===== src/sv/ppnd_fifo.sv =====
// Two-entry queue between front end and back end.
module ppnd_fifo #(
  parameter int WIDTH = 8
) (
  input  logic             clk,
  input  logic             rst_n,
  input  logic             push,
  input  logic [WIDTH-1:0] din,
  output logic             full,
  input  logic             pop,
  output logic [WIDTH-1:0] dout,
  output logic             empty
);

  logic             v0_r, v1_r, v0_nxt, v1_nxt;
  logic [WIDTH-1:0] d0_r, d1_r, d0_nxt, d1_nxt;

  assign full  = v1_r;
  assign empty = ~v0_r;
  assign dout  = d0_r;

  // Head slot drains first, tail moves up on pop
  always_comb begin
    v0_nxt = v0_r;
    v1_nxt = v1_r;
    d0_nxt = d0_r;
    d1_nxt = d1_r;
    if (pop) begin
      v0_nxt = v1_r;
      d0_nxt = d1_r;
      v1_nxt = 1'b0;
    end
    if (push) begin
      if (!v0_nxt) begin
        v0_nxt = 1'b1;
        d0_nxt = din;
      end else begin
        v1_nxt = 1'b1;
        d1_nxt = din;
      end
    end
  end

  always_ff @(posedge clk) begin
    if (!rst_n) begin
      v0_r <= 1'b0;
      v1_r <= 1'b0;
    end else begin
      v0_r <= v0_nxt;
      v1_r <= v1_nxt;
    end
  end

  always_ff @(posedge clk) begin
    d0_r <= d0_nxt;
    d1_r <= d1_nxt;
  end

  a_no_overflow: assert property (@(posedge clk) disable iff (!rst_n) push |-> !full)
    else $error("queue push while full");
  a_no_underflow: assert property (@(posedge clk) disable iff (!rst_n) pop |-> !empty)
    else $error("queue pop while empty");
  a_slot_order: assert property (@(posedge clk) disable iff (!rst_n) !v0_r |-> !v1_r)
    else $error("tail slot valid without head");

endmodule


===== config.mk =====
export PLATFORM = sky130hd
export DESIGN_NAME = ppnd_fifo
export DESIGN_NICKNAME = d
export VERILOG_FILES = /design/src/sv/ppnd_fifo.sv
export SDC_FILE = /design/constraint.sdc
export NUM_CORES = 1
export LEC_CHECK = 0
export BUFFER_PORTS_ARGS = -buffer_cell sky130_fd_sc_hd__buf_2
export CAP_MARGIN = 10
export CELL_PAD_IN_SITES_DETAIL_PLACEMENT = 2
export CELL_PAD_IN_SITES_GLOBAL_PLACEMENT = 2
export CORE_MARGIN = 1.5
export CORE_UTILIZATION = 29
export DETAILED_ROUTE_END_ITERATION = 6
export HOLD_SLACK_MARGIN = 0.08
export PLACE_DENSITY = 0.7
export SLEW_MARGIN = 20
export SYNTH_ARGS = -nofsm -noshare
export SYNTH_HDL_FRONTEND = slang
export SYNTH_SLANG_ARGS = --single-unit

===== constraint.sdc =====
create_clock -name clk -period 1.17 [get_ports clk]
set_input_delay 0.117 -clock clk [delete_from_list [all_inputs] [get_ports clk]]
set_output_delay 0.117 -clock clk [all_outputs]
set_load 0.005 [all_outputs]

==> metrics.yaml <==
setup_path:
  crit_arrival_ps: 1320
  crit_fanout: 8
  end_kind: "register"
  cp-start-kind: "register"
  cp_data_required_time_ps: 1350
  worst-r2r-setup-slack_ps: 40
  worstSetupPathType: "reg2reg"
finish:
  final_core_util_pct: 43.1
  diodes: 0
  fin_cells: 115
  nets: 98
  drive_gt1_share_pct: 61.2
  syn_to_final_growth_pct: 42.5
place:
  io_buffers: 21
  dp_cells: 100
  routabilityCongestion: 0.719
  place_ws_ps: -13.6
  hpwlAfterDp_mm: 1.19
synthesis:
  ys.flop_type: "dfxtp_1"
  synth_seq_cells: 18
  ys_warn_count: 0
  synthCells: 45
  ys_top_cells_by_count: "dfxtp_1, edfxtp_1, mux2_2, mux2_4, inv_1"
  synth_area_um2: 736
  yosys.cell_types.count: 12
  synth_async_sr_flop_share_pct: 0
  synth-edff-count: 8
  synth.area.top_cells: "edfxtp_1, dfxtp_1, mux2_4"
  synth_most_common_cell: "dfxtp_1"
  syn_avg_cell_area_um2: 16.3
  synth_top_cell_by_area: "edfxtp_1"
  syn-num-nets: 57
  yosys.area.top_type_share_pct: 32.7
  ys_seq_area_share_pct: 59.9
global_routing:
  grt_pass1_wl_mm: 2.46
  overflow: 0
  grt_use_total_pct: 13.0
  grt_pass1_vias: 532
  antenna_found_initial: 0
  grt_max_degree: 11
sta:
  clock_skew_ps: 5.32
  min_period_ps: 1130
  maxSlewHeadroom_pct: 86.6
  whs_ps: 150
  max_freq_mhz: 882
  worst_slew_pin_slew_ps: 196
  setup_viol: 0
  rsz0062_at_grt: "true"
  period_share_pct: 97.0
  fin_ws_ps: 35.6
  slew_viol_final: 0
  hold_violations: 0
detailed_routing:
  drc_errors: 0
  ant_nets: 0
  initialDrtViolationCount: 1
  wl_per_cell_um: 14.4
  routed_wl_mm: 1.66
  viasPerCell: 4.43
  vias: 509
  drt-pass1-iter-count: 2
die:
  std_cell_rows: 18
  die_h_um: 53.4
  initial_core_util_pct: 30.2
  core_area_mm2: 0.00243
  die_area_mm2: 0.00285
  fp.dieW_um: 53.4
  num_io_pins: 22
power:
  p_sw_share_pct: 23.0
  powerDensity_mw_per_mm2: 1220
  seqPwrFrac_pct: 56.6
  p_leak_nw: 0.460
  p_total_w: 0.00128
  intPower_w: 0.000984
  p_clk_share_pct: 25.0
  worst_ir_drop_vdd_mv: 0.581
  power.switching_w: 0.000294
  pwr-share-comb_pct: 18.3
clock_network:
  root_buffer: "clkbuf_4"
  cts_tree: "built"
  cts_buffers: 3
  cts_num_sinks: 18
  path_clk_slew_ps: 100
  clk_latency_ps: 290
  clock_path_buffers: 2
  htree_levels: 1
job:
  maxCapViolations: 0
hold_path:
  hold_path_class: "in2reg"
outcome:
  status: "finished, final reports clean"
==> cell usage in the layout (no fill, tap or decap) <==
cell type	netlist	final
buf_2	0	21
dlygate4sd3_1	0	9
mux2_2	8	8
mux2_4	8	8
edfxtp_1	8	8
dfxtp_1	10	8
buf_4	0	7
inv_1	3	3
clkbuf_4	0	3
a21boi_0	2	2
mux2i_4	1	1
nand2_4	1	1
nor2_4	0	1
nand3_1	1	1
o21ai_0	1	1
clkbuf_1	0	1
dfxtp_2	0	1
dfxtp_4	0	1
==> flip-flops by register name (all words and copies together) (netlist names) <==
signal  count
v0_r        1
d1_r        8
dout        8
full        1
==> cell type report <==
type / instances / area (µm²)
Inverter: 3 / 11.3
Tap cell: 30 / 37.5
Fill cell: 250 / 1380
Timing Repair Buffer: 37 / 248
Sequential cell: 18 / 445
Clock buffer: 4 / 26.3
Multi-Input combinational cell: 23 / 280
==> through the flow <==
| step | setup TNS (ps) | area, µm² |
|---|---|---|
| floorplan | 0 | 738 |
| global placement | 0 | 907 |
| detailed placement | -61.9 | 907 |
| CTS | 0 | 1020 |
| global route | -8.55 | 1050 |
| finish | 0 | 1050 |
==> repair_timing <==
item,CTS,global route
hold buffers,9,0
gates resized for setup,1,3
pin swaps,1,1
buffers inserted,0,2
endpoints found under the hold margin,18,0
setup endpoints to repair,8,8
==> power by group through the flow <==
stage,Sequential (W),Combinational (W),Clock (W)
floorplan,0.000739,0.000117,0
global placement,0.000735,0.000199,0
detailed placement,0.000740,0.000206,0
CTS,0.000726,0.000230,0.000338
global route,0.000731,0.000257,0.000379
finish,0.000724,0.000234,0.000320
==> critical path, stage by stage, from the launching register on <==
cell and delay, ps:
dfxtp_4 370, mux2i_4 190, nand2_4 150, mux2_4 320
==> path summary, 6_finish.rpt <==
| path | startpoint | end | depth (start not counted) |
|---|---|---|---|
| worst max register to register | v0_r | dout[4] | 3 |
| worst min register to register | v0_r | full | 2 |
| worst max-delay path | v0_r | dout[4] | 3 |
| worst min-delay path | push | full | 3 |
==> routing by layer <==
metal  routed length (µm)  up-vias  GRT usage, %
li1                     -      245             -
met1                  688      249          14.6
met2                  874       13          21.8
met3                   60        2          2.54
met4                   32        0          8.97
met5                    0        -             0
==> logic make-up after synthesis <==
| logic type | after synthesis | synth area share, % |
|---|---|---|
| compound gates | 3 | 2.72 |
| mux | 17 | 31.6 |
| simple gates | 3 | 2.72 |
| flops | 18 | 59.9 |
| buf+inv | 4 | 3.06 |
(Power assumes the default switching activity.)
